==> src/hw/rtl/lfu_pkg.sv <==
// Shared sizes and types for the LFU page replacement unit.
package lfu_pkg;

	localparam int FRAMES    = 16;
	localparam int PAGE_BITS = 16;
	localparam int COUNT_W   = 16;
	localparam int IDX_W     = $clog2(FRAMES);
	localparam int WAYS_W    = $clog2(FRAMES + 1);

	localparam logic [COUNT_W-1:0] COUNT_MAX = {COUNT_W{1'b1}};

	typedef logic [PAGE_BITS-1:0] page_t;
	typedef logic [COUNT_W-1:0]   count_t;
	typedef logic [IDX_W-1:0]     idx_t;
	typedef logic [WAYS_W-1:0]    ways_t;

	// Map a raw frame limit onto 1 .. FRAMES.
	function automatic ways_t clamp_ways(input logic [4:0] raw);
		ways_t w;
		w = WAYS_W'(FRAMES);
		if (raw == 5'd0) begin
			w = WAYS_W'(1);
		end else if ({27'd0, raw} < 32'(FRAMES)) begin
			w = WAYS_W'(raw);
		end
		return w;
	endfunction

endpackage

==> src/hw/rtl/lfu_page_replacement_unit.sv <==
// Top level of the LFU page replacement unit: frame table, scan/shift sequencer, result register.

// One request is one page reference. The unit keeps up to 16 resident pages in
// a list packed at the front (position 0 is the most recent reference), each
// with a 16-bit use count that saturates. A hit moves the page to the front
// and bumps its count; a miss with a free frame pushes everything back one
// slot; a miss with all frames in use evicts the lowest count, ties going to
// the entry furthest back. Let W be the active frame count (ways_in_use
// clamped to 1..16) and S (0..15) the position of the entry that gets
// replaced or moved. One compare unit walks the W frames one per cycle, a
// pick step chooses the position to open, shift steps move the S entries in
// front of that position back by one, and a finish step writes the front
// entry and the result, waiting while the result register is full and
// out_stall is high. The next request is taken once the unit is idle again.
// in_stall is high from acceptance until the front entry is written; the
// result then sits in an output register so the next request can enter while
// the result waits. Write ways_in_use only while idle; entries beyond a
// reduced limit are kept and reappear when it grows.
module lfu_page_replacement_unit (
	input  logic                      clk,
	input  logic                      arst_n,
	input  logic                      ways_in_use_we,
	input  logic [4:0]                ways_in_use,
	input  logic                      in_valid,
	output logic                      in_stall,
	input  logic [lfu_pkg::PAGE_BITS-1:0] page_number,
	output logic                      out_valid,
	input  logic                      out_stall,
	output logic                      miss,
	output logic                      evicted_valid,
	output logic [15:0]               evicted_page
);

	localparam logic [2:0] ST_IDLE   = 3'd0;
	localparam logic [2:0] ST_SCAN   = 3'd1;
	localparam logic [2:0] ST_PICK   = 3'd2;
	localparam logic [2:0] ST_SHIFT  = 3'd3;
	localparam logic [2:0] ST_FINISH = 3'd4;

	// Frame table: page numbers need no reset, counts do (zero means empty).
	lfu_pkg::page_t  pages_q [lfu_pkg::FRAMES];
	lfu_pkg::count_t counts_q [lfu_pkg::FRAMES];

	logic [2:0]      state_q;
	logic [4:0]      cfg_ways_q;
	lfu_pkg::ways_t  ways_q;
	lfu_pkg::page_t  req_page_q;

	// Scan results.
	lfu_pkg::idx_t   idx_q;
	lfu_pkg::ways_t  used_q;
	logic            hit_q;
	lfu_pkg::idx_t   hit_at_q;
	lfu_pkg::count_t hit_count_q;
	logic            have_min_q;
	lfu_pkg::idx_t   min_at_q;
	lfu_pkg::count_t min_count_q;
	lfu_pkg::page_t  min_page_q;

	// Shift position, walks down to the front.
	lfu_pkg::idx_t   sh_q;

	// Result register.
	logic            out_valid_q;
	logic            miss_q;
	logic            evicted_valid_q;
	logic [15:0]     evicted_page_q;

	logic            in_take;
	logic            out_load;
	logic            scan_last;
	lfu_pkg::count_t scan_count;
	lfu_pkg::page_t  scan_page;
	logic            scan_take_min;
	logic            evict;
	lfu_pkg::idx_t   shift_start;
	lfu_pkg::count_t front_count;

	assign in_stall = (state_q != ST_IDLE);
	assign in_take  = in_valid && !in_stall;

	// The shared compare unit looks at one frame per cycle.
	assign scan_count    = counts_q[idx_q];
	assign scan_page     = pages_q[idx_q];
	assign scan_last     = ({1'b0, idx_q} == (ways_q - lfu_pkg::WAYS_W'(1)));
	assign scan_take_min = !have_min_q || (scan_count <= min_count_q);

	// Pick where the shift starts once the scan results have settled.
	assign evict = !hit_q && (used_q == ways_q);
	always_comb begin
		if (hit_q) begin
			shift_start = hit_at_q;
		end else if (evict) begin
			shift_start = min_at_q;
		end else begin
			shift_start = lfu_pkg::IDX_W'(used_q);
		end
	end

	// Hit: bump with saturation. Miss: start a fresh page at one.
	always_comb begin
		if (!hit_q) begin
			front_count = lfu_pkg::COUNT_W'(1);
		end else if (hit_count_q == lfu_pkg::COUNT_MAX) begin
			front_count = hit_count_q;
		end else begin
			front_count = hit_count_q + lfu_pkg::COUNT_W'(1);
		end
	end

	// Finish only when the result register is free or being drained.
	assign out_load = (state_q == ST_FINISH) && (!out_valid_q || !out_stall);

	// Sequencer and control state.
	always_ff @(posedge clk or negedge arst_n) begin
		if (!arst_n) begin
			state_q     <= ST_IDLE;
			cfg_ways_q  <= 5'd16;
			out_valid_q <= 1'b0;
			for (int i = 0; i < lfu_pkg::FRAMES; i++) begin
				counts_q[i] <= '0;
			end
		end else begin
			if (ways_in_use_we) begin
				cfg_ways_q <= ways_in_use;
			end
			if (out_load) begin
				out_valid_q <= 1'b1;
			end else if (out_valid_q && !out_stall) begin
				out_valid_q <= 1'b0;
			end
			case (state_q)
				ST_IDLE: begin
					if (in_take) begin
						state_q <= ST_SCAN;
					end
				end
				ST_SCAN: begin
					if (scan_last) begin
						state_q <= ST_PICK;
					end
				end
				ST_PICK: begin
					state_q <= ST_SHIFT;
				end
				ST_SHIFT: begin
					if (sh_q == '0) begin
						state_q <= ST_FINISH;
					end else begin
						// Move one entry back per cycle.
						counts_q[sh_q] <= counts_q[sh_q - lfu_pkg::IDX_W'(1)];
					end
				end
				ST_FINISH: begin
					if (out_load) begin
						counts_q[0] <= front_count;
						state_q     <= ST_IDLE;
					end
				end
				default: begin
					state_q <= ST_IDLE;
				end
			endcase
		end
	end

	// Datapath registers, no reset needed.
	always_ff @(posedge clk) begin
		case (state_q)
			ST_IDLE: begin
				if (in_take) begin
					req_page_q <= page_number;
					ways_q     <= lfu_pkg::clamp_ways(cfg_ways_q);
					idx_q      <= '0;
					used_q     <= '0;
					hit_q      <= 1'b0;
					have_min_q <= 1'b0;
				end
			end
			ST_SCAN: begin
				if (scan_count != '0) begin
					used_q <= used_q + lfu_pkg::WAYS_W'(1);
					// Later copies override earlier ones: furthest back wins.
					if (scan_page == req_page_q) begin
						hit_q       <= 1'b1;
						hit_at_q    <= idx_q;
						hit_count_q <= scan_count;
					end
					if (scan_take_min) begin
						have_min_q  <= 1'b1;
						min_at_q    <= idx_q;
						min_count_q <= scan_count;
						min_page_q  <= scan_page;
					end
				end
				if (!scan_last) begin
					idx_q <= idx_q + lfu_pkg::IDX_W'(1);
				end
			end
			ST_SHIFT: begin
				if (sh_q != '0) begin
					pages_q[sh_q] <= pages_q[sh_q - lfu_pkg::IDX_W'(1)];
				end
			end
			ST_FINISH: begin
				if (out_load) begin
					pages_q[0]      <= req_page_q;
					miss_q          <= !hit_q;
					evicted_valid_q <= evict;
					evicted_page_q  <= evict ? 16'(min_page_q) : 16'd0;
				end
			end
			default: begin
			end
		endcase
	end

	// Load the shift position once the scan has settled, then count down.
	always_ff @(posedge clk) begin
		if (state_q == ST_PICK) begin
			sh_q <= shift_start;
		end else if (state_q == ST_SHIFT && sh_q != '0) begin
			sh_q <= sh_q - lfu_pkg::IDX_W'(1);
		end else if (state_q == ST_IDLE) begin
			sh_q <= '0;
		end
	end

	assign out_valid     = out_valid_q;
	assign miss          = miss_q;
	assign evicted_valid = evicted_valid_q;
	assign evicted_page  = evicted_page_q;

	// An eviction only ever happens on a miss.
	a_evict_on_miss: assert property (@(posedge clk) disable iff (!arst_n)
		out_valid |-> (!evicted_valid || miss))
		else $error("eviction reported without a miss");

	// The evicted page field is zero when nothing was evicted.
	a_evict_page_zero: assert property (@(posedge clk) disable iff (!arst_n)
		(out_valid && !evicted_valid) |-> (evicted_page == 16'd0))
		else $error("evicted page nonzero with no eviction");

	// The scan never walks past the active frame count.
	a_scan_in_range: assert property (@(posedge clk) disable iff (!arst_n)
		(state_q == ST_SCAN) |-> ({1'b0, idx_q} < ways_q))
		else $error("scan index beyond active frames");

	// After a request completes, the front entry is occupied.
	a_front_occupied: assert property (@(posedge clk) disable iff (!arst_n)
		out_load |=> (counts_q[0] != '0))
		else $error("front entry empty after update");

endmodule
==> config.mk <==
export PLATFORM = sky130hd
export DESIGN_NAME = lfu_page_replacement_unit
export DESIGN_NICKNAME = d
export VERILOG_FILES = /design/src/hw/rtl/lfu_pkg.sv /design/src/hw/rtl/lfu_page_replacement_unit.sv
export SDC_FILE = /design/constraint.sdc
export NUM_CORES = 1
export LEC_CHECK = 0
export BUFFER_PORTS_ARGS = -buffer_cell sky130_fd_sc_hd__buf_2
export CAP_MARGIN = 10
export CORE_MARGIN = 2
export CORE_UTILIZATION = 60
export DETAILED_ROUTE_END_ITERATION = 8
export GPL_TIMING_DRIVEN = 0
export PLACE_DENSITY = 0.86
export SLEW_MARGIN = 10
export SYNTH_ARGS = -nofsm -noshare
export SYNTH_HDL_FRONTEND = slang
export SYNTH_SLANG_ARGS = --single-unit
==> constraint.sdc <==
create_clock -name clk -period 5.55 [get_ports clk]
set_input_delay 0.8325 -clock clk [delete_from_list [all_inputs] [get_ports clk]]
set_output_delay 0.8325 -clock clk [all_outputs]
set_load 0.005 [all_outputs]
Yosys cells after proc, flatten, opt, wreduce, memory -nomap -nowiden
Memories as Yosys holds them, arrays and structs flattened. A register that Yosys moved wholly into a read port is not among the register bits. Cells that the tools add are included.

Flip-flop bits (word level): 375. Word-level logic and storage cells: 155. Memories: 1. Bits in writable memories: 256. Output and inout port bits: 20. Input bits: 26.

Reductions and logical operators: 36. Multiplexer cells: 50. Equality and inequality tests: 17. Bitwise gates (word level): 5. Add/sub/neg operators: 5. $lt $le $gt $ge: 6.

Memory list: pages_q (words 16, width 16, read ports 2, clocked after memory_dff 1, wr ports 1, line lfu_page_replacement_unit.sv:41) `lfu_pkg::page_t pages_q [lfu_pkg::FRAMES];`.

Operators with widths (number): bitwise mux 256 bit (1); two-way mux 256 bit (1); two-way mux 16 bit (9); binary-select mux 16 bit (select 4 bit) (2); demux 16 bit (select 4 bit) (1); two-way mux 4 bit (9); case mux 16 bit (2 select lines) (1); inequality test 2 bit, second input constant (9); adder 16 x 1 -> 16 bit, second input constant (1); == test 16 bit (1); == test 16 bit, second input constant (1); <= comparator 16 bit (1); nonzero test 16 bit (1); OR reduction 16 bit (1); greater-or-equal comparator 5 bit, second input constant (3); two-way mux 5 bit (3); inverter 4 -> 5 bit (3); case mux 3 bit (5 select lines) (1); AND reduction 3 bit (5); two-way mux 1 bit (14); two-way mux 3 bit (4); AND reduction 4 bit (3); case mux 5 bit (2 select lines) (1); case mux 4 bit (2 select lines) (1); other kinds (24) (42).

Longest topological paths before layout
Depth after elaboration: 9. Gate-level depth with buffers: 17. Gate-level depth less buffers: 13.

Worst setup path after synthesis
OpenSTA, ideal clock, no wires.

Path kind: reg-to-reg. From: reg idx_q[1]. To: reg min_at_q[0] (enable). Arrival: 4682 ps. Library setup time: 429 ps. Path buffers: 3. Slack: 439 ps. Data required time: 5121 ps. Clock period less this slack: 5111 ps. Stages on the path, launching flop included: 16. Path through: edfxtp_1 > buf_2 > buf_1 > clkbuf_1 > mux4_2 > a22oi_1 > o21ai_1 > ha_1 > nor2b_1 > o21a_1 > o21a_1 > o211ai_1 > a21boi_0 > o21ai_0 > a21oi_1 > nor2_1.

Cells in the longest elaborated chain, start to end: 7. Elaborated cells between the ends (all ways): 8. Those cells by class: order compare: 1; mux: 3; bitwise: 1; reduce/logical: 3.

RTL lines: start, declared (line lfu_page_replacement_unit.sv:50) `lfu_pkg::idx_t idx_q;`; start signal, assigned (line lfu_page_replacement_unit.sv:197) `idx_q <= idx_q + lfu_pkg::IDX_W'(1);`; inverter 4 -> 5 bit (implied by the code) (*) (line lfu_page_replacement_unit.sv:83) `assign scan_count = counts_q[idx_q];`; binary-select mux 16 bit (select 4 bit) (*) (line lfu_page_replacement_unit.sv:83); two-way mux 16 bit (implied by the code) (*) (2 in a row) (line lfu_page_replacement_unit.sv:83); via scan_count[1] (line lfu_page_replacement_unit.sv:72) `lfu_pkg::count_t scan_count;`; <= comparator 16 bit (line lfu_page_replacement_unit.sv:86) `assign scan_take_min = !have_min_q || (scan_count <= min_count_q);`; logical OR 1 bit (line lfu_page_replacement_unit.sv:86); AND reduction 3 bit (no source line) (*); end signal, assigned (line lfu_page_replacement_unit.sv:191) `min_at_q <= idx_q;`; end, declared (line lfu_page_replacement_unit.sv:56) `lfu_pkg::idx_t min_at_q;`.

The timed path passes the listed nets; every way through them passes the cells marked *. The select of a mux whose other input is x is not followed. A chain may end at the register's enable or synchronous reset.

Worst setup path after layout
From: reg idx_q[1]. To: reg min_count_q[13] (enable).

Cells in the longest elaborated chain, start to end: 7. Elaborated cells between the ends (all ways): 8. Those cells by class: order compare: 1; mux: 3; bitwise: 1; reduce/logical: 3.

RTL lines: inverter 4 -> 5 bit (implied by the code) (*) (line lfu_page_replacement_unit.sv:83); binary-select mux 16 bit (select 4 bit) (*) (line lfu_page_replacement_unit.sv:83); two-way mux 16 bit (implied by the code) (*) (2 in a row) (line lfu_page_replacement_unit.sv:83); via scan_count[0] (line lfu_page_replacement_unit.sv:72); <= comparator 16 bit (line lfu_page_replacement_unit.sv:86); logical OR 1 bit (line lfu_page_replacement_unit.sv:86); AND reduction 3 bit (no source line) (*); end signal, assigned (line lfu_page_replacement_unit.sv:192) `min_count_q <= scan_count;`; end, declared (line lfu_page_replacement_unit.sv:57) `lfu_pkg::count_t min_count_q;`.

Marked as above.

==> run_results.csv <==
group,metric,value,unit
floorplanning,core,50300,sq um
final_layout,nets,1969,
synthesis,syn_area,30600,sq um
clock_tree,holdBufCountCts,0,
synthesis,ys_top_cells_by_area,"edfxtp_1 (36%), dfrtp_1 (22%), mux4_2 (21%)",
placement,place_ws,-1460,ps
worst_setup_path,rr_worst_depth,15,
grt,grt_max_degree,118,
placement,post_dp_cell_area,32000,sq um
detailed_routing,routed_wl,88400,um
run,maxCapViolCount,0,
detailed_routing,avgRoutedWirePerCell,33.4,um
min_path,worstHoldPathType,"input port to async pin",
power,ir_drop,0.379,mV
worst_setup_path,crit_start,"idx_q[1]$_DFFE_PP_",
clock_tree,clock_latency,630,ps
detailed_routing,vias,19500,
synthesis,synth_common_cells,"edfxtp_1 (366), mux4_2 (290), dfrtp_1 (264), mux2_2 (236), nand2_1 (99)",
sta,worstMarginPinSlew,1280,ps
sta,skew,46.7,ps
synthesis,seq_area_frac_synth,57.8,%
floorplanning,die-width,230,um
floorplanning,fp.dieH,230,um
grt,gr-total-overflow,0,
synthesis,synth.distinct_cells,49,
placement,dpl.hpwl,57000,um
synthesis,async_flop_share,41.7,%
clock_tree,post-cts-setup-buffers,0,
grt,grt_pass1_wl,131000,um
sta,setup_viol,0,
clock_tree,cts_made_buffers,68,
final_layout,n_antenna_cell,0,
floorplanning,dieArea,52900,sq um
worst_setup_path,worstSetupPathType,"flip-flop to flip-flop",
worst_setup_path,worstPathArrival,5710,ps
detailed_routing,first_pass_iters,6,
grt,antenna_found_initial,2,
clock_tree,root_buffer,"clkbuf_16",
placement,gp_congestion,0.873,
clock_tree,clk_pin_slew_worst_paths,60,ps
synthesis,ys.flop_type,"edfxtp_1",
final_layout,final_area,34300,sq um
sta,fin_crit,5420,ps
sta,max-slew-margin-rel,14.7,%
worst_setup_path,endpoint,"min_count_q[13]$_DFFE_PP_",
detailed_routing,drcViolationCount,0,
floorplanning,start_util,60.9,%
final_layout,fillCellCount,3021,
synthesis,synth.avg_cell_area,17.1,sq um
synthesis,synth_top_cell_area_share,35.9,%
sta,worst_hold_slack,156,ps
power,power_density,573,nW/um^2
placement,dp.cells,2522,
worst_setup_path,cp.required,5850,ps
floorplanning,io_pins,46,
synthesis,syn_nets,1837,
sta,fin_tns_setup,0,ps
final_layout,drive_gt1_share,38.3,%
final_layout,fin_util,68.3,%
worst_setup_path,startpoint_type,"flip-flop",
clock_tree,cts_max_level,3,
sta,setup_ws,133,ps
sta,rsz0062_at_grt,"false",
synthesis,synth_edf_count,366,
sta,fmax,185,MHz
worst_setup_path,r2r_start,"idx_q[1]$_DFFE_PP_",
sta,drv_slew,0,
synthesis,yosys.area.top_type,"edfxtp_1",
final_layout,area_growth,12.0,%
floorplanning,rows,82,
detailed_routing,via_per_inst,7.38,
sta,timing.final.crit_share,97.6,%
clock_tree,cts_buffer_depth,3,
synthesis,synth_seq_cells,635,
detailed_routing,ant_nets,0,
clock_tree,cts_tree,"done",
worst_setup_path,r2r_setup_slack,130,ps
power,power.total,19.7,mW
sta,hold_viol,0,
clock_tree,cts.sinks,635,
outcome,outcome,"complete, no violations",
grt,track_usage,34.2,%
synthesis,synth_most_common_cell,"edfxtp_1",
final_layout,finalNonFillerCells,2644,
worst_setup_path,cp_max_fo,28,
worst_setup_path,timing.rr.end,"min_count_q[13]$_DFFE_PP_",
placement,io_buffers,45,
synthesis,netlist_instances,1787,
worst_setup_path,crit_path_end_kind,"flip-flop",
grt,grt_pass1_vias,20300,
power,p_leak,13.3,nW
synthesis,ys.warnings.count,0,
detailed_routing,drt-initial-drc-count,2617,
## power breakdown
part,total [mW],leakage (nW),internal [mW],switching [mW]
sequential,7.06,7.07,6.78,0.286
combinational,8.01,5.13,2.80,5.21
clock,4.60,1.09,2.69,1.90
## kinds of logic after synthesis
| logic type | count (synthesis) | synth area share [%] |
|---|---|---|
| adder cells (fa/ha/maj) | 24 | 0.981 |
| XOR/XNOR | 43 | 1.23 |
| flip-flops | 635 | 57.8 |
| buffers and inverters | 151 | 2.11 |
| multiplexers | 589 | 32.1 |
| AO/OA/AOI/OAI | 99 | 2.05 |
| AND/OR/NAND/NOR | 246 | 3.71 |
## final cells by class
cell class                      count  area [sq um]  share of cell area (%)
Timing Repair Buffer               64           494                    1.44
Multi-Input combinational cell   1001         12400                    36.1
Clock inverter                     26           284                   0.828
Clock buffer                       97          1950                    5.69
Sequential cell                   635         17700                    51.6
Buffer                            121           556                    1.62
Tap cell                          672           841                    2.45
Inverter                           28           105                   0.306
## state kept, by name, indices dropped and copies added, names as in the netlist, 16 cells and up, named ones only
name and cells:
min_page_q 16, evicted_page 16, hit_count_q 16, req_page_q 16, pages_q 256, min_count_q 16, counts_q 256
## layout by cell type, fill, tap and decap left out, types with 5 or more instances in the layout
cell / n
clkinv_1: 8
buf_1: 19
o22ai_1: 6
buf_2: 70
buf_6: 8
nor2b_1: 17
buf_8: 7
nand4_1: 10
nand3_1: 17
clkbuf_8: 10
clkbuf_1: 72
a22oi_1: 6
o21ai_1: 16
edfxtp_1: 366
o21ai_0: 14
a211oi_1: 8
nor2_4: 7
buf_4: 12
nor3_2: 5
clkinv_2: 7
a21oi_1: 20
nor2_1: 44
nand2_1: 99
mux2_2: 236
inv_1: 28
nor4_1: 5
mux4_2: 290
xor2_1: 26
clkbuf_2: 10
mux2i_1: 52
dfrtp_1: 264
xnor2_1: 17
clkbuf_16: 70
a221oi_1: 12
ha_1: 23
and2_1: 18
mux2_1: 11
nor3_1: 6
bufinv_16: 5
## worst min-delay path by stage
stage / start / end / slack, ps / cells after the start
6_report: arst_n / cfg_ways_q[3]$_DFFE_PN0P_ / 160 / 1
5_1_grt: arst_n / cfg_ways_q[0]$_DFFE_PN0P_ / 200 / 1
4_1_cts: arst_n / cfg_ways_q[3]$_DFFE_PN0P_ / 170 / 1
3_5_place_dp: idx_q[3]$_DFFE_PP_ / min_at_q[3]$_DFFE_PP_ / 470 / 0
3_3_place_gp: idx_q[3]$_DFFE_PP_ / min_at_q[3]$_DFFE_PP_ / 460 / 0
2_1_floorplan: idx_q[3]$_DFFE_PP_ / hit_at_q[3]$_DFFE_PP_ / 440 / 0
## metal layers
layer / share of wire [%] / GRT usage [%] / up-vias
met5: 0.025 / 0 / -
met4: 7.0 / 20.6 / 4
met2: 46 / 51.4 / 1740
met3: 14 / 12.4 / 480
met1: 34 / 42.9 / 9892
li1: - / - / 7407
## critical path, stage by stage (launching register included)
cell and delay, ps:
edfxtp_1 540, clkbuf_1 830, clkbuf_1 900, mux4_2 430
mux4_2 600, inv_1 110, ha_1 160, nor2b_1 60
o21a_1 190, o21a_1 170, o211ai_1 170, a21boi_0 110
o21ai_0 160, a21oi_1 140, nor2_4 280, buf_12 240
## repair_timing
action                     4_1_cts  5_1_grt
setup endpoints to repair      445      144
resized for setup               10        1
pin swaps                        0        0
(Power assumes the default switching activity.)
